===== config.mk =====
export PLATFORM = sky130hd
export DESIGN_NAME = bab_front_flat
export DESIGN_NICKNAME = d
export VERILOG_FILES = /design/src/design/bab_pkg.sv /design/src/design/bab_intf.sv /design/src/design/bab_front.sv /design/src/flat_wrapper.sv
export SDC_FILE = /design/constraint.sdc
export NUM_CORES = 1
export LEC_CHECK = 0
export BUFFER_PORTS_ARGS = -buffer_cell sky130_fd_sc_hd__buf_2
export CORE_MARGIN = 10
export CORE_UTILIZATION = 40
export CTS_BUF_LIST = sky130_fd_sc_hd__clkbuf_8 sky130_fd_sc_hd__clkbuf_16
export DETAILED_ROUTE_END_ITERATION = 7
export PLACE_DENSITY = 0.63
export SETUP_SLACK_MARGIN = 0.2
export SLEW_MARGIN = 20
export SYNTH_ARGS = -nofsm -noshare
export SYNTH_HDL_FRONTEND = slang
export SYNTH_SLANG_ARGS = --single-unit

===== constraint.sdc =====
create_clock -name i_clk -period 7.01 [get_ports i_clk]
set_input_delay 1.0515 -clock i_clk [delete_from_list [all_inputs] [get_ports i_clk]]
set_output_delay 1.0515 -clock i_clk [all_outputs]
set_load 0.01 [all_outputs]

===== src/design/bab_pkg.sv =====
// Shared constants and types for the border aware box filter.
package bab_pkg;

    localparam int PIXEL_W        = 8;
    localparam int CFG_IDX_W      = 2;
    localparam int CFG_DATA_W     = 11;
    localparam int RADIUS_REG_W   = 2;

    localparam int DEF_MAX_WIDTH  = 1024;
    localparam int DEF_MAX_HEIGHT = 1024;
    localparam int DEF_MAX_RADIUS = 3;

    localparam logic [RADIUS_REG_W-1:0] RST_RADIUS = 2'd1;
    localparam logic [CFG_DATA_W-1:0]   RST_WIDTH  = 11'd640;
    localparam logic [CFG_DATA_W-1:0]   RST_HEIGHT = 11'd480;

    localparam logic [CFG_IDX_W-1:0] CFG_RADIUS = 2'd0;
    localparam logic [CFG_IDX_W-1:0] CFG_WIDTH  = 2'd1;
    localparam logic [CFG_IDX_W-1:0] CFG_HEIGHT = 2'd2;

    typedef enum logic [1:0] {
        BK_IDLE,
        BK_SCAN,
        BK_DIV,
        BK_OUT
    } t_back_state;

endpackage


===== src/design/bab_intf.sv =====
// Channel interfaces: pixel input, result output, configuration writes.
interface bab_pix_if import bab_pkg::*; ();
    logic               valid;
    logic               ready;
    logic [PIXEL_W-1:0] pixel;
    logic               flush;
    modport source (output valid, output pixel, output flush, input ready);
    modport sink   (input valid, input pixel, input flush, output ready);
endinterface


interface bab_cfg_if import bab_pkg::*; ();
    logic                  valid;
    logic                  ready;
    logic [CFG_IDX_W-1:0]  index;
    logic [CFG_DATA_W-1:0] data;
    modport source (output valid, output index, output data, input ready);
    modport sink   (input valid, input index, input data, output ready);
endinterface


===== src/design/bab_front.sv =====
// Front: config registers, input/output position tracking, line store writes, job issue.
module bab_front import bab_pkg::*; #(
    parameter int MAX_WIDTH  = DEF_MAX_WIDTH,
    parameter int MAX_HEIGHT = DEF_MAX_HEIGHT,
    parameter int MAX_RADIUS = DEF_MAX_RADIUS,
    parameter int RING       = 2 * MAX_RADIUS + 2,
    parameter int RW         = $clog2(RING),
    parameter int CW         = $clog2(MAX_WIDTH),
    parameter int HW         = $clog2(MAX_HEIGHT),
    parameter int DW         = $clog2(MAX_WIDTH + 1),
    parameter int HDW        = $clog2(MAX_HEIGHT + 1),
    parameter int RADW       = $clog2(MAX_RADIUS + 1),
    parameter int JW         = HW + CW + RW + 1
) (
    input  logic               i_clk,
    input  logic               i_rst_n,
    bab_pix_if.sink            i_pix,
    bab_cfg_if.sink            i_cfg,
    input  logic               i_fifo_empty,
    input  logic               i_fifo_full,
    input  logic               i_back_idle,
    output logic               o_push,
    output logic [JW-1:0]      o_job,
    output logic               o_we,
    output logic [RW-1:0]      o_wring,
    output logic [CW-1:0]      o_wcol,
    output logic [PIXEL_W-1:0] o_wdata,
    output logic [RADW-1:0]    o_eff_r,
    output logic [DW-1:0]      o_eff_w,
    output logic [HDW-1:0]     o_eff_h
);
    localparam int NW = $clog2(MAX_WIDTH * MAX_HEIGHT + 1);

    logic [RADIUS_REG_W-1:0] r_radius;
    logic [CFG_DATA_W-1:0]   r_width, r_height;
    logic                    r_settle;
    logic [NW-1:0]           r_total, r_lag;
    logic [NW-1:0]           r_in_cnt, r_out_cnt, n_in_cnt, n_out_cnt;
    logic [CW-1:0]           r_in_col, r_out_col, n_in_col, n_out_col;
    logic [RW-1:0]           r_in_ring, r_out_ring, n_in_ring, n_out_ring;
    logic [HW-1:0]           r_out_row, n_out_row;

    logic [31:0] rad_ext, w_ext, h_ext;
    logic        cfg_acc, pix_acc, in_phase, store, emit, last, restart;
    logic [NW-1:0] in_inc, out_inc;

    assign rad_ext = 32'(r_radius);
    assign w_ext   = 32'(r_width);
    assign h_ext   = 32'(r_height);
    assign o_eff_r = RADW'((rad_ext > MAX_RADIUS) ? MAX_RADIUS : rad_ext);
    assign o_eff_w = DW'((w_ext == 0) ? 1 : ((w_ext > MAX_WIDTH) ? MAX_WIDTH : w_ext));
    assign o_eff_h = HDW'((h_ext == 0) ? 1 : ((h_ext > MAX_HEIGHT) ? MAX_HEIGHT : h_ext));

    assign cfg_acc     = i_cfg.valid && i_cfg.ready;
    assign i_cfg.ready = 1'b1;

    assign in_phase = (r_in_cnt < r_total);
    always_comb begin
        if (r_settle || i_cfg.valid) begin
            i_pix.ready = 1'b0;
        end else if (in_phase) begin
            // a store must not race reads of the job in flight
            i_pix.ready = i_pix.flush || (i_fifo_empty && i_back_idle);
        end else begin
            i_pix.ready = !i_fifo_full;
        end
    end
    assign pix_acc = i_pix.valid && i_pix.ready;

    assign in_inc  = r_in_cnt + NW'(1);
    assign out_inc = r_out_cnt + NW'(1);
    assign store   = pix_acc && in_phase && !i_pix.flush;
    assign emit    = pix_acc && (!in_phase ||
                     (!i_pix.flush && ((in_inc - r_out_cnt) > r_lag)));
    assign last    = (out_inc >= r_total);
    assign restart = cfg_acc || (emit && last);

    always_comb begin
        n_in_cnt   = r_in_cnt;
        n_in_col   = r_in_col;
        n_in_ring  = r_in_ring;
        n_out_cnt  = r_out_cnt;
        n_out_col  = r_out_col;
        n_out_row  = r_out_row;
        n_out_ring = r_out_ring;
        if (store) begin
            n_in_cnt = in_inc;
            if (DW'(r_in_col) + DW'(1) >= o_eff_w) begin
                n_in_col  = '0;
                n_in_ring = (32'(r_in_ring) == RING - 1) ? '0 : r_in_ring + RW'(1);
            end else begin
                n_in_col = r_in_col + CW'(1);
            end
        end
        if (emit) begin
            n_out_cnt = out_inc;
            if (DW'(r_out_col) + DW'(1) >= o_eff_w) begin
                n_out_col  = '0;
                n_out_row  = r_out_row + HW'(1);
                n_out_ring = (32'(r_out_ring) == RING - 1) ? '0 : r_out_ring + RW'(1);
            end else begin
                n_out_col = r_out_col + CW'(1);
            end
        end
        if (restart) begin
            n_in_cnt   = '0;
            n_in_col   = '0;
            n_in_ring  = '0;
            n_out_cnt  = '0;
            n_out_col  = '0;
            n_out_row  = '0;
            n_out_ring = '0;
        end
    end

    always_ff @(posedge i_clk) begin
        r_total <= NW'(o_eff_w) * NW'(o_eff_h);
        r_lag   <= NW'(o_eff_r) * NW'(o_eff_w) + NW'(o_eff_r);
        if (!i_rst_n) begin
            r_radius   <= RST_RADIUS;
            r_width    <= RST_WIDTH;
            r_height   <= RST_HEIGHT;
            r_settle   <= 1'b1;
            r_in_cnt   <= '0;
            r_in_col   <= '0;
            r_in_ring  <= '0;
            r_out_cnt  <= '0;
            r_out_col  <= '0;
            r_out_row  <= '0;
            r_out_ring <= '0;
        end else begin
            // totals are registered, so hold input off in the cycle after a write
            r_settle <= cfg_acc;
            if (cfg_acc) begin
                case (i_cfg.index)
                    CFG_RADIUS: r_radius <= i_cfg.data[RADIUS_REG_W-1:0];
                    CFG_WIDTH:  r_width  <= i_cfg.data;
                    CFG_HEIGHT: r_height <= i_cfg.data;
                    default:    ;
                endcase
            end
            r_in_cnt   <= n_in_cnt;
            r_in_col   <= n_in_col;
            r_in_ring  <= n_in_ring;
            r_out_cnt  <= n_out_cnt;
            r_out_col  <= n_out_col;
            r_out_row  <= n_out_row;
            r_out_ring <= n_out_ring;
        end
    end

    assign o_we    = store;
    assign o_wring = r_in_ring;
    assign o_wcol  = r_in_col;
    assign o_wdata = i_pix.pixel;
    assign o_push  = emit;
    assign o_job   = {r_out_row, r_out_col, r_out_ring, last};
endmodule


===== src/flat_wrapper.sv =====
// flat-port wrapper written by rule: the top's interface ports become plain ports
module bab_front_flat import bab_pkg::*;
#(
    parameter int MAX_WIDTH  = DEF_MAX_WIDTH,
    parameter int MAX_HEIGHT = DEF_MAX_HEIGHT,
    parameter int MAX_RADIUS = DEF_MAX_RADIUS,
    parameter int RING       = 2 * MAX_RADIUS + 2,
    parameter int RW         = $clog2(RING),
    parameter int CW         = $clog2(MAX_WIDTH),
    parameter int HW         = $clog2(MAX_HEIGHT),
    parameter int DW         = $clog2(MAX_WIDTH + 1),
    parameter int HDW        = $clog2(MAX_HEIGHT + 1),
    parameter int RADW       = $clog2(MAX_RADIUS + 1),
    parameter int JW         = HW + CW + RW + 1
)
  (i_clk, i_rst_n, i_fifo_empty, i_fifo_full, i_back_idle, o_push, o_job, o_we, o_wring, o_wcol, o_wdata, o_eff_r, o_eff_w, o_eff_h, i_pix_valid, i_pix_pixel, i_pix_flush, i_pix_ready, i_cfg_valid, i_cfg_index, i_cfg_data, i_cfg_ready);
  bab_pix_if i_pix_i ();
  bab_cfg_if i_cfg_i ();
  input  logic i_clk;
  input  logic i_rst_n;
  input  logic i_fifo_empty;
  input  logic i_fifo_full;
  input  logic i_back_idle;
  output logic o_push;
  output logic [JW-1:0] o_job;
  output logic o_we;
  output logic [RW-1:0] o_wring;
  output logic [CW-1:0] o_wcol;
  output logic [PIXEL_W-1:0] o_wdata;
  output logic [RADW-1:0] o_eff_r;
  output logic [DW-1:0] o_eff_w;
  output logic [HDW-1:0] o_eff_h;
  input wire logic [$bits(i_pix_i.valid)-1:0] i_pix_valid;
  input wire logic [$bits(i_pix_i.pixel)-1:0] i_pix_pixel;
  input wire logic [$bits(i_pix_i.flush)-1:0] i_pix_flush;
  output wire logic [$bits(i_pix_i.ready)-1:0] i_pix_ready;
  input wire logic [$bits(i_cfg_i.valid)-1:0] i_cfg_valid;
  input wire logic [$bits(i_cfg_i.index)-1:0] i_cfg_index;
  input wire logic [$bits(i_cfg_i.data)-1:0] i_cfg_data;
  output wire logic [$bits(i_cfg_i.ready)-1:0] i_cfg_ready;
  assign i_pix_i.valid = i_pix_valid;
  assign i_pix_i.pixel = i_pix_pixel;
  assign i_pix_i.flush = i_pix_flush;
  assign i_pix_ready = i_pix_i.ready;
  assign i_cfg_i.valid = i_cfg_valid;
  assign i_cfg_i.index = i_cfg_index;
  assign i_cfg_i.data = i_cfg_data;
  assign i_cfg_ready = i_cfg_i.ready;
  bab_front #(.MAX_WIDTH(MAX_WIDTH), .MAX_HEIGHT(MAX_HEIGHT), .MAX_RADIUS(MAX_RADIUS), .RING(RING), .RW(RW), .CW(CW), .HW(HW), .DW(DW), .HDW(HDW), .RADW(RADW), .JW(JW)) u_core (.i_clk(i_clk), .i_rst_n(i_rst_n), .i_pix(i_pix_i), .i_cfg(i_cfg_i), .i_fifo_empty(i_fifo_empty), .i_fifo_full(i_fifo_full), .i_back_idle(i_back_idle), .o_push(o_push), .o_job(o_job), .o_we(o_we), .o_wring(o_wring), .o_wcol(o_wcol), .o_wdata(o_wdata), .o_eff_r(o_eff_r), .o_eff_w(o_eff_w), .o_eff_h(o_eff_h));
endmodule

After elaboration in Yosys (flattened, before gate mapping)

Cells that the tools add are included.

$add $sub $neg: 11
$mul: 2
Div/mod/pow operators: 0
$lt $le $gt $ge: 8
Eq/ne operators: 4
Shifts and indexed selects: 0
Muxes and demuxes: 11
Bitwise operators: 1
Reductions and logical operators: 23

Operators by type and width:

| kind                    | number |
|---|---|
| $logic_not A32 Y1       | 2 |
| $mux W11                | 4 |
| $add A21 B1 Y21 const B | 2 |
| $add A10 B1 Y10 const B | 3 |
| $add A10 B1 Y11 const B | 2 |
| $ge A11 B11 Y1          | 2 |
| $gt A11 B11 Y1 const B  | 2 |
| $ge A21 B21 Y1          | 1 |
| $gt A21 B21 Y1          | 1 |
| $lt A21 B21 Y1          | 1 |
| $mul A11 B11 Y21        | 1 |
| $sub A21 B21 Y21        | 1 |
| $mux W10                | 2 |
| $add A13 B2 Y14         | 1 |
| $mul A2 B11 Y13         | 1 |
| $reduce_and A2 Y1       | 5 |
| $logic_and A1 B1 Y1     | 7 |
| $add A3 B1 Y3 const B   | 2 |
| $eq A3 B3 Y1 const B    | 2 |
| $mux W3                 | 2 |
| $logic_or A1 B1 Y1      | 4 |
| $logic_not A1 Y1        | 3 |
| $eq A2 B1 Y1 const B    | 1 |
| $eq A2 B2 Y1 const B    | 1 |
| 6 further kinds         | 7 |

Bits in registers: 145
Latch bits: 0
RAM bits: 0
Memory bits (read-only): 0
Output and inout bits: 73
Memories kept: 0

Depth between registers and ports, before layout

Gate-level depths: netlist of the first run.

Depth in word-level cells: 9
Depth in mapped cells: 26

Least setup slack after synthesis of the first run

No wires, ideal clock.

Path type: register to output
From: register u_core.r_in_cnt[0]
To: output o_push
Arrival time: 4.446 ns
Path slack: 1.513 ns
Cell stages (with the launch flop): 24
Buffers on the path: 3
Cells stage by stage: dfxtp_1 ha_1 nand3_2 xnor2_1 ha_1 a21o_1 or3_1 o221ai_1 nand2b_1 a21oi_1 o21ai_0 a21oi_1 xnor2_1 ha_1 nand4_1 nor4_1 a21oi_1 a2111oi_0 o2111a_1 o2111a_1 buf_6 buf_6 buf_2 nor2_1

Cells in the longest elaborated chain, start to end: 6

RTL lines:

| element                | line               | text |
|---|---|---|
| start, declared        | bab_front.sv:38    | `logic [NW-1:0] r_in_cnt, r_out_cnt, n_in_cnt, n_out_cnt;` |
| start signal, assigned | bab_front.sv:142   | `r_in_cnt <= n_in_cnt;` |
| $add A21 B1 Y21        | bab_front.sv:70    | `assign in_inc = r_in_cnt + NW'(1);` |
| via u_core.in_inc[4]   | bab_front.sv:45    | `logic [NW-1:0] in_inc, out_inc;` |
| $sub A21 B21 Y21       | bab_front.sv:74    | `(!i_pix.flush && ((in_inc - r_out_cnt) > r_lag)));` |
| $gt A21 B21 Y1         | bab_front.sv:74    |  |
| $logic_and A1 B1 Y1    | bab_front.sv:74    |  |
| $logic_or A1 B1 Y1     | bab_front.sv:73    | `assign emit = pix_acc && (!in_phase \|\|` |
| $logic_and A1 B1 Y1    | bab_front.sv:73    |  |
| end, declared          | flat_wrapper.sv:24 | `output logic o_push;` |

The timed path passes the listed nets, and every way through them passes these cells.

Worst setup path after layout of the first run

Ends and elaborated chain as after synthesis.

==> results.md, run 1 <==
* Finished Core Util at between 40% and 50%
* Post-CTS Setup Repair Bufs at 0
* Final std cells w/o fill at roughly 2,200
* RSZ-0062 raised after global routing: false
* Syn Nets at a little over 2,000
* Post-Synth Simple-Gate Area at between 20 and 25%
* Port bufs at 84
* M3 GR Usage at around 2.6%
* Post-synth ARST share at 0%
* Startpoint Class: flop
* Vias at 12,000
* Routed wire length at around 38,000 µm
* Post-Synth XOR/XNOR Area at 7.01%
* DRT iter0 DRCs at 822
* Placed Area at between 10,000 and 15,000 µm²
* EDFF count, synth at 0
* Crit Path Class: flop to output port
* Register area at roughly 2700 µm²
* Ant. Diodes at 0
* Final setup fails at 0
* Min cycle time layout at about 6.3 ns
* I/O pins at just over 100
* Final Max Slew Viols at 0
* Initial Utilization at between 40% and 50%
* Layout cells sized above 1 at under 10%
* Mux cell area share after synthesis at less than 1%
* GRT Util Overall at 17.9%
* Cell count after placement at 2,191
* Pwr/cell area at 148 nW/µm²
* DRT Pass-1 Iters at 5
* Area Overhead vs Synth at 9.87%
* GR peak layer: met2
* Die area at ~42,000 µm²
* CP bufs+invs at 1
* Met2 GRT Util at a little under a third
* CP max stage delay at about 0.46 ns
* Sequential fraction of the synthesis area at 19.9%
* Num Clock Sinks at 137
* CTS root buf: clkbuf_16
* Ys Warns at 0
* Largest family of logic cells by synthesized area: adder cells
* Setup WS post-layout at 0.683 ns
* Final instance area at 15,100 µm²
* Post-synth cell types at 71
* Core outline area at between 30,000 and 40,000 µm²
* Gpl congestion at around 0.87
* Final worst-path cycle share at between 90% and 100%
* Worst skew pair latency at between 0.4 and 0.5 ns
* Met1 GRT Util at a little under a quarter
* First-pass GRT wire length at 61,400 µm
* Hpwl dp at slightly below 30,000 µm
* Die span in y at just over 200 µm
* Clk buf depth at 2
* Vias in the first global route at about 12,000
* Ys flop type: dfxtp_1
* Total gr overflow at 0
* H-Tree Depth at 4
* Leak Pwr at between 6 and 7 nW
* WL/cell at around 17 µm
* Antenna viol nets, final at 0
* Num CTS Buffers at 17
* Final #Nets at just over 2,000
* Mapped Cells at about 1,700
* Required @ worst endpoint at a little under 6 ns
* Synth Area per Inst at approximately 8.0 µm²
* Die width at roughly 210 µm
* Final hold violation count at 0
* Routed vias/inst at between 5 and 6
* Yosys reg bits at around 140
* CP arrival at about 5.3 ns
* Worst Hold Class: flop to flop
* Multi-input logic area at slightly below 10,000 µm²
* Mapped Area at about 14,000 µm²
* Worst-Margin Slew at between 0.9 and 1 ns
* Synth Area in Adders at roughly 28%
* Worst Hold Path Cells at 2
* Status: finished, final reports clean
* Sum Neg Setup Slack at 0 ns
* Initial antenna violation count at 0
* Pre-CTS setup slack at around 0.8 ns
* Drc violations at 0
* Cells along the critical path: ha_1 -> nand3_2 -> xnor2_1 -> ha_1 -> a21o_1 -> or3_1 -> o221ai_1 -> nand2b_1 -> a21oi_1 -> o21ai_0 -> a21oi_1 -> xnor2_1 -> ha_1 -> nand4_1 -> nor4_1 -> a21oi_1 -> a2111oi_2 -> o2111a_1 -> o2111a_2 -> nor2_1 -> buf_2
* Commonest non-fill, non-tap cell in the layout: inv_1
* CP max-delay cell: a2111oi_2
* Max Cap Violations at 0
* Commonest non-fill, non-tap cells in the layout: 211 x inv_1, 182 x ha_1, 178 x nand2_1
* Max Clock Skew at 0.0187 ns
* Power, Total at ~2.2 mW
* Clk slew on worst S/H paths at 0.07 ns
* Critical path depth in cells at 21
* CTS Hold Bufs at 0
* Post-synthesis compound-gate area fraction at a little over an eighth
* Top delay family on crit path: compound AO/OA/AOI/OAI gates
* Post-Route Hold Slack at a little under 0.5 ns
* CP endpoint kind: output port
* Reg2Reg Depth at 18
* FILL cells at 3,394
* FP Rows at 67
* CP Max Fanout at 6
* Maximum clock rate at around 160 MHz
* Largest net degree at the start of global routing at between 60 and 70
* Slew HR at 39.8%
* TritonCTS clock tree: done
* Max IR drop VDD at ~110 µV
power by group:
part | switching [mW] | total (mW) | internal (mW)
Clock | 0.390 | 0.896 | 0.506
Combinational | 0.304 | 0.503 | 0.199
Sequential | 0.0150 | 0.833 | 0.818
Total | 0.709 | 2.23 | 1.52
sequential cells by signal, summed over array words and instances, names as in the netlist:
register and cells:
u_core.r_settle 1, u_core.o_wcol 10, u_core.r_radius 2, u_core.r_total 21
u_core.r_in_cnt 21, u_core.r_out_cnt 21, u_core.r_out_row 10, u_core.r_out_ring 3
u_core.r_height 11, u_core.r_out_col 10, u_core.r_lag 13, u_core.r_width 11
u_core.o_wring 3
what timing repair did:
item                                    4_1_cts  5_1_grt
endpoints found under the hold margin         0        0
resized for setup                             0        2
endpoints found under the setup margin        0        1
layout make-up:
type / count / area share [%]
sequential: 137 / 18.2
clock inverter: 14 / 0.911
clock buffer: 18 / 2.91
timing repair buffer: 103 / 3.78
multi-input combinational: 1286 / 65.1
tap: 448 / 3.71
inverter: 219 / 5.44
routing by layer:
layer / vias up / share of wire, % / wire, µm
li1: 5909 / - / -
met1: 5756 / 46 / 17300
met2: 281 / 47 / 17900
met3: 53 / 4.4 / 1650
met4: 0 / 2.2 / 831
met5: - / 0 / 0
logic make-up (layout without fill, tap and decap cells):
logic type / count (synthesis) / in the layout
simple gates: 611 / 611
buf+inv: 300 / 354
compound gates: 295 / 295
fa+ha+maj: 264 / 264
flops: 137 / 137
xor+xnor: 110 / 110
mux: 5 / 5
other cells: 1 / 1
path summary, 6_finish.rpt:
check / from / end / slack (ns)
worst max-delay path: u_core.r_in_cnt[0] / o_push / 0.68
worst min-delay path: u_core.r_width[6] / u_core.r_width[6] / 0.48
worst max register to register: u_core.r_width[10] / u_core.r_total[20] / 0.71
worst min register to register: u_core.r_width[6] / u_core.r_width[6] / 0.48
cells in the mapped netlist (12+ instances only):
| cell | count | share of area, % |
|---|---|---|
| inv_1 | 210 | 5.7 |
| a21o_1 | 12 | 0.66 |
| xnor2_1 | 73 | 4.6 |
| nor2_1 | 157 | 4.3 |
| nor2b_1 | 20 | 0.91 |
| a21boi_0 | 21 | 1.1 |
| o21ai_0 | 55 | 2.0 |
| or4_1 | 13 | 0.71 |
| xor2_1 | 37 | 2.4 |
| nand3_1 | 54 | 2.0 |
| nor3_1 | 28 | 1.0 |
| nand2_1 | 178 | 4.9 |
| ha_1 | 182 | 17 |
| fa_1 | 82 | 12 |
| nand4_1 | 29 | 1.3 |
| a21oi_1 | 101 | 3.7 |
| and2_1 | 26 | 1.2 |
| o31ai_1 | 21 | 1.1 |
| dfxtp_1 | 137 | 20 |
| clkbuf_1 | 58 | 1.6 |
| and3_1 | 28 | 1.3 |
| nand2b_1 | 23 | 1.0 |
worst reg2reg max path, cell delays in order (launching register included):
cell      delay, ns
dfxtp_1        0.53
nor2b_1        0.78
inv_1          0.44
nor2_1         0.28
fa_1           0.49
fa_1           0.52
fa_1           0.52
fa_1           0.55
inv_1          0.06
fa_1           0.53
inv_1          0.04
ha_1           0.33
and3_1         0.16
a21oi_1        0.23
a31oi_1        0.18
nand2b_1       0.10
and4_1         0.23
a21oi_1        0.09
xnor2_1        0.13
Power figures use the tool's default switching activity.
==> inputs of run 2 (changes only) <==
--- a/config.mk
+++ b/config.mk
@@ -11,6 +11,7 @@
 export CTS_BUF_LIST = sky130_fd_sc_hd__clkbuf_8 sky130_fd_sc_hd__clkbuf_16
 export DETAILED_ROUTE_END_ITERATION = 7
 export PLACE_DENSITY = 0.63
+export RECOVER_POWER = 25
 export SETUP_SLACK_MARGIN = 0.2
 export SLEW_MARGIN = 20
 export SYNTH_ARGS = -nofsm -noshare
==> results.md, run 2 (same netlist as run 1, synthesis figures left out) <==
* Status: finished, final reports clean
* Die width at 205 µm (unchanged)
* Routed wire length at 37,800 µm (about the same)
* Initial antenna violation count at 0 (unchanged)
* Power, Total at 2.23 mW (about the same)
* CP Max Fanout at 6 (unchanged)
* Final hold violation count at 0 (unchanged)
* CTS root buf: clkbuf_16
* Min cycle time layout at 6.35 ns (+0.0252 ns)
* Core outline area at 33,700 µm² (unchanged)
* CTS Hold Bufs at 0 (unchanged)
* Total gr overflow at 0 (unchanged)
* FP Rows at 67 (unchanged)
* Biggest registers after layout: u_core.r_in_cnt x21, u_core.r_out_cnt x21, u_core.r_total x21
* TritonCTS clock tree: done
* Pwr/cell area at 148 nW/µm² (+0.26%)
* CP arrival at 5.30 ns (+0.02 ns)
* Ant. Diodes at 0 (unchanged)
* Layout cells sized above 1 at 7.48% (-1.6 points)
* CP max-delay cell: a2111oi_2
* Routed vias/inst at 5.37 (-0.40%)
* Initial Utilization at 40.8% (unchanged)
* I/O pins at 102 (unchanged)
* Vias in the first global route at 11,900 (unchanged)
* Final #Nets at 2,057 (unchanged)
* Cells along the critical path: ha_1 -> nand3_2 -> xnor2_1 -> ha_1 -> a21o_1 -> or3_1 -> o221ai_1 -> nand2b_1 -> a21oi_1 -> o21ai_0 -> a21oi_1 -> xnor2_1 -> ha_1 -> nand4_1 -> nor4_1 -> a21oi_1 -> a2111oi_2 -> o2111a_1 -> o2111a_2 -> nor2_1 -> buf_2
* CTS resizes at 0 (unchanged)
* Worst Hold Class: flop to flop
* Final Max Slew Viols at 0 (unchanged)
* Max IR drop VDD at 106 µV (-0.18%)
* Num Clock Sinks at 137 (unchanged)
* Required @ worst endpoint at 5.96 ns (about the same)
* Worst skew pair latency at 0.43 ns (about the same)
* Clk slew on worst S/H paths at 0.07 ns (about the same)
* RSZ-0062 raised after global routing: false
* Die span in y at 205 µm (unchanged)
* Port bufs at 84 (unchanged)
* H-Tree Depth at 4 (unchanged)
* Drc violations at 0 (unchanged)
* Antenna viol nets, final at 0 (unchanged)
* FILL cells at 3,405 (+0.32%)
* Commonest non-fill, non-tap cells in the layout: 211 x inv_1, 182 x ha_1, 178 x nand2_1
* Die area at 42,200 µm² (unchanged)
* Clk buf depth at 2 (unchanged)
* Post-CTS Setup Repair Bufs at 0 (unchanged)
* Finished Core Util at 44.7% (-0.10 points)
* Hpwl dp at 29,500 µm (unchanged)
* WL/cell at 17.0 µm (about the same)
* Startpoint Class: flop
* Num CTS Buffers at 17 (unchanged)
* Leak Pwr at 6.85 nW (-1.7%)
* Worst-Margin Slew at 0.902 ns (+0.00140 ns)
* CP endpoint kind: output port
* Commonest non-fill, non-tap cell in the layout: inv_1
* Sum Neg Setup Slack at 0 ns (unchanged)
* Largest net degree at the start of global routing at 63 (unchanged)
* Gpl congestion at 0.866 (unchanged)
* Final setup fails at 0 (unchanged)
* CP max stage delay at 0.47 ns (about the same)
* DRT Pass-1 Iters at 5 (unchanged)
* Max Clock Skew at 0.0191 ns (+0.000379 ns)
* Area Overhead vs Synth at 9.63%
* Slew HR at 39.7% (-0.093 points)
* Maximum clock rate at 157 MHz (-0.40%)
* Max Cap Violations at 0 (unchanged)
* Final worst-path cycle share at 90.6% (+0.36 points)
* GRT Util Overall at 17.9% (unchanged)
* Crit Path Class: flop to output port
* DRT iter0 DRCs at 710 (-14%)
* First-pass GRT wire length at 61,400 µm (unchanged)
* Vias at 12,000 (-0.40%)
-- run 2: cell types whose count changed in the layout (fill, tap and decap cells not counted) --
cell | before | now
clkbuf_1 | 0 | 27
or2_0 | 0 | 1
buf_2 | 84 | 57
or2_2 | 9 | 8
-- run 2: layer usage --
layer / track usage (%) / share of wire, %
met5: 0 / 0
met4: 5.67 / 2.5
met3: 2.59 / 4.3
met2: 30.3 / 47
met1: 23.0 / 46
-- run 2: final timing paths --
path / start / cells past startpoint / slack (ns) / to
max: u_core.r_in_cnt[0] / 21 / 0.66 / o_push
min: u_core.r_width[6] / 2 / 0.48 / u_core.r_width[6]
min reg2reg: u_core.r_width[6] / 2 / 0.48 / u_core.r_width[6]
max reg2reg: u_core.r_width[10] / 18 / 0.74 / u_core.r_total[20]
-- run 2: critical path, delay by kind of cell (launching register included) --
family / cells / cell delay [ns]
buffers and inverters: 1 / 0.17
and+or+nand+nor: 6 / 0.99
adders and majority gates: 3 / 0.89
DFF: 1 / 0.41
xor gates and xnor gates: 2 / 0.25
AOI/OAI and AO/OA: 9 / 2.16
-- run 2: where the power goes --
group	switching, mW	internal (mW)
Clock	0.392	0.505
Sequential	0.0150	0.818
Combinational	0.303	0.199
Total	0.710	1.52
-- run 2: through the flow --
step / cell area, µm² / cells / setup WS [ns] / hold slack, ns
finish: 15100 / 2225 / 0.658 / 0.482
global route: 15100 / 2225 / 0.292 / 0.515
CTS: 15100 / 2223 / 0.409 / 0.481
detailed placement: 14500 / 2191 / 0.824 / 0.472
global placement: 14500 / 2191 / 0.885 / 0.463
floorplan: 13800 / 1723 / 1.51 / 0.452
-- run 2: cell type report --
cell class	instances	area, µm²	area share, %
sequential	137	2740	18.2
timing repair buffer	103	537	3.56
clock inverter	14	138	0.913
tap	448	561	3.72
inverter	219	822	5.45
multi-input combinational	1286	9840	65.2
clock buffer	18	439	2.91
==> inputs of run 3 (changes only) <==
==> constraint.sdc (replaced) <==
create_clock -name i_clk -period 6.4 [get_ports i_clk]
set_input_delay 0.96 -clock i_clk [delete_from_list [all_inputs] [get_ports i_clk]]
set_output_delay 0.96 -clock i_clk [all_outputs]
set_load 0.01 [all_outputs]
==> results.md, run 3 (same netlist as run 1, synthesis figures left out) <==
* Status: finished, final reports clean
* Clk slew on worst S/H paths at 0.06 ns (about the same)
* Final std cells w/o fill at 2,232 (+0.31%)
* FILL cells at 3,417 (+0.35%)
* Die area at 42,200 µm² (unchanged)
* Initial antenna violation count at 0 (unchanged)
* Clk buf depth at 2 (unchanged)
* FP Rows at 67 (unchanged)
* Sum Neg Setup Slack at 0 ns (unchanged)
* Layout cells sized above 1 at 8.97% (+1.5 points)
* Routed wire length at 37,900 µm (+0.41%)
* Pre-CTS setup slack at 0.336 ns (-0.487 ns)
* GRT Util Overall at 17.9% (+0.058 points)
* H-Tree Depth at 4 (unchanged)
* Comb pwr share at 22.8% (+0.3 points)
* Die width at 205 µm (unchanged)
* Setup WS post-layout at 0.451 ns (-0.207 ns)
* Leak Pwr at 6.93 nW (+1.1%)
* Max IR drop VDD at 94.2 µV (-11%)
* Hpwl dp at 29,800 µm (+0.95%)
* Initial Utilization at 40.8% (unchanged)
* Multi-input logic area at 9890 µm² (+0.53%)
* Slew HR at 32.3% (-7.5 points)
* Final Max Slew Viols at 0 (unchanged)
* WL/cell at 17.0 µm (about the same)
* Required @ worst endpoint at 5.44 ns (-0.52 ns)
* Gpl congestion at 0.875 (+1.0%)
* Final hold violation count at 0 (unchanged)
* Area Overhead vs Synth at 10.6%
* Routed vias/inst at 5.37 (about the same)
* Commonest non-fill, non-tap cells in the layout: 209 x inv_1, 181 x ha_1, 178 x nand2_1
* CP endpoint kind: output port
* Worst skew pair latency at 0.43 ns (about the same)
* Max Cap Violations at 0 (unchanged)
* Maximum clock rate at ~170 MHz
* Internal power at 1.69 mW (+11%)
* CP Max Fanout at 4 (-2)
* TritonCTS clock tree: done
* I/O pins at 102 (unchanged)
* Register area at 2750 µm² (about the same)
* Final setup fails at 0 (unchanged)
* Final worst-path cycle share at around 93%
* Core outline area at 33,700 µm² (unchanged)
* Cell count after placement at 2,201 (+0.46%)
* CP bufs+invs at 1 (unchanged)
* Power, Total at 2.47 mW (+11%)
* Pwr/cell area at 162 nW/µm² (+9.5%)
* Drc violations at 0 (unchanged)
* Total gr overflow at 0 (unchanged)
* Cells along the critical path: and3_1 -> nand3_1 -> xnor2_1 -> ha_1 -> a21o_1 -> nor3_1 -> a21oi_1 -> a21o_1 -> a21oi_1 -> xnor2_1 -> ha_1 -> nand4_1 -> nor4_1 -> a21oi_1 -> a2111oi_2 -> o2111a_1 -> o2111a_2 -> nor2_1 -> buf_2
* CP arrival at 4.99 ns (-0.31 ns)
* Max Clock Skew at 0.0209 ns (+0.00187 ns)
* Worst-Margin Slew at 1.02 ns (+0.114 ns)
* Finished Core Util at 45.1% (+0.42 points)
* DRT iter0 DRCs at 885 (+25%)
* First-pass GRT wire length at 61,500 µm (+0.20%)
* CP most frequent cell: a21oi_1
* DRT Pass-1 Iters at 5 (unchanged)
* Placed Area at 14,600 µm² (+0.60%)
* Num CTS Buffers at 17 (unchanged)
* Startpoint Class: flop
* Net Switching at 776 µW (+9.3%)
* Post-Route Hold Slack at 0.486 ns (+0.00376 ns)
* Final #Nets at 2,066 (+0.44%)
* Die span in y at 205 µm (unchanged)
* Final instance area at 15,200 µm² (+0.93%)
* CP max-delay cell: a2111oi_2
* Antenna viol nets, final at 0 (unchanged)
* Commonest non-fill, non-tap cell in the layout: inv_1
* Largest net degree at the start of global routing at 64 (+1.6%)
* RSZ-0062 raised after global routing: false
* Num Clock Sinks at 137 (unchanged)
* Crit Path Class: flop to output port
* Vias in the first global route at 11,600 (-2.2%)
* Sw Share at 31.4% (-0.37 points)
* CTS root buf: clkbuf_16
* Port bufs at 84 (unchanged)
* Sequential Power Share at 37.0% (-0.3 points)
* Biggest registers after layout: u_core.r_in_cnt x21, u_core.r_out_cnt x21, u_core.r_total x21
* Top delay family on crit path: compound AO/OA/AOI/OAI gates
* Vias at 12,000 (+0.22%)
* CTS Hold Bufs at 0 (unchanged)
* Worst Hold Class: flop to flop
* Ant. Diodes at 0 (unchanged)
* Clk pwr share at 40.2% (about the same)
* CP max stage delay at 0.43 ns (-0.04 ns)
* Min cycle time layout at a little under 6 ns
==> run 3: changes by cell type in the layout (fill, tap and decap cells not counted), sizes merged <==
cell      before  now
buf           76   93
clkbuf        45   36
inv          217  212
clkinvlp       3    5
bufinv         1    2
clkinv        12   13
==> run 3: worst paths after layout <==
check	startpoint	slack, ns	cells past startpoint	to
hold / removal	u_core.r_width[6]	0.49	2	u_core.r_width[6]
setup / recovery	u_core.r_in_cnt[1]	0.45	19	o_push
hold reg to reg	u_core.r_width[6]	0.49	2	u_core.r_width[6]
setup reg to reg	u_core.r_height[10]	0.61	20	u_core.r_total[20]
==> run 3: worst register-to-register path: cells and delay by family (launching register included) <==
| kind | cells | cell delay [ns] |
|---|---|---|
| fa+ha+maj | 6 | 2.76 |
| simple gates | 5 | 0.99 |
| buf+inv | 5 | 0.72 |
| flops | 1 | 0.55 |
| compound gates | 3 | 0.51 |
| xor+xnor | 1 | 0.13 |
==> run 3: cell type report <==
| class | instances | share of cell area (%) |
|---|---|---|
| sequential | 137 | 18.0 |
| inverter | 219 | 5.43 |
| multi-input combinational | 1286 | 65.0 |
| clock buffer | 17 | 2.80 |
| timing repair buffer | 112 | 4.07 |
| clock inverter | 13 | 0.987 |
| tap | 448 | 3.68 |
==> run 3: timing repair <==
action,CTS,global route
setup endpoints to repair,1,14
gates resized for setup,3,13
pin swaps,0,3
buffers inserted,0,1
==> run 3: metal layers <==
layer	wire [µm]	track usage, %
met2	17900	30.1
met1	17600	23.7
met4	828	4.46
met5	0	0
met3	1590	2.64
==> run 3: power by group through the flow <==
stage	Clock (mW)	Combinational [mW]	Sequential, mW
after global placement	0	0.541	0.930
after CTS	1.00	0.560	0.912
after detailed placement	0	0.550	0.931
after floorplan	0	0.403	0.925
final	0.993	0.563	0.912
after global routing	1.03	0.643	0.916
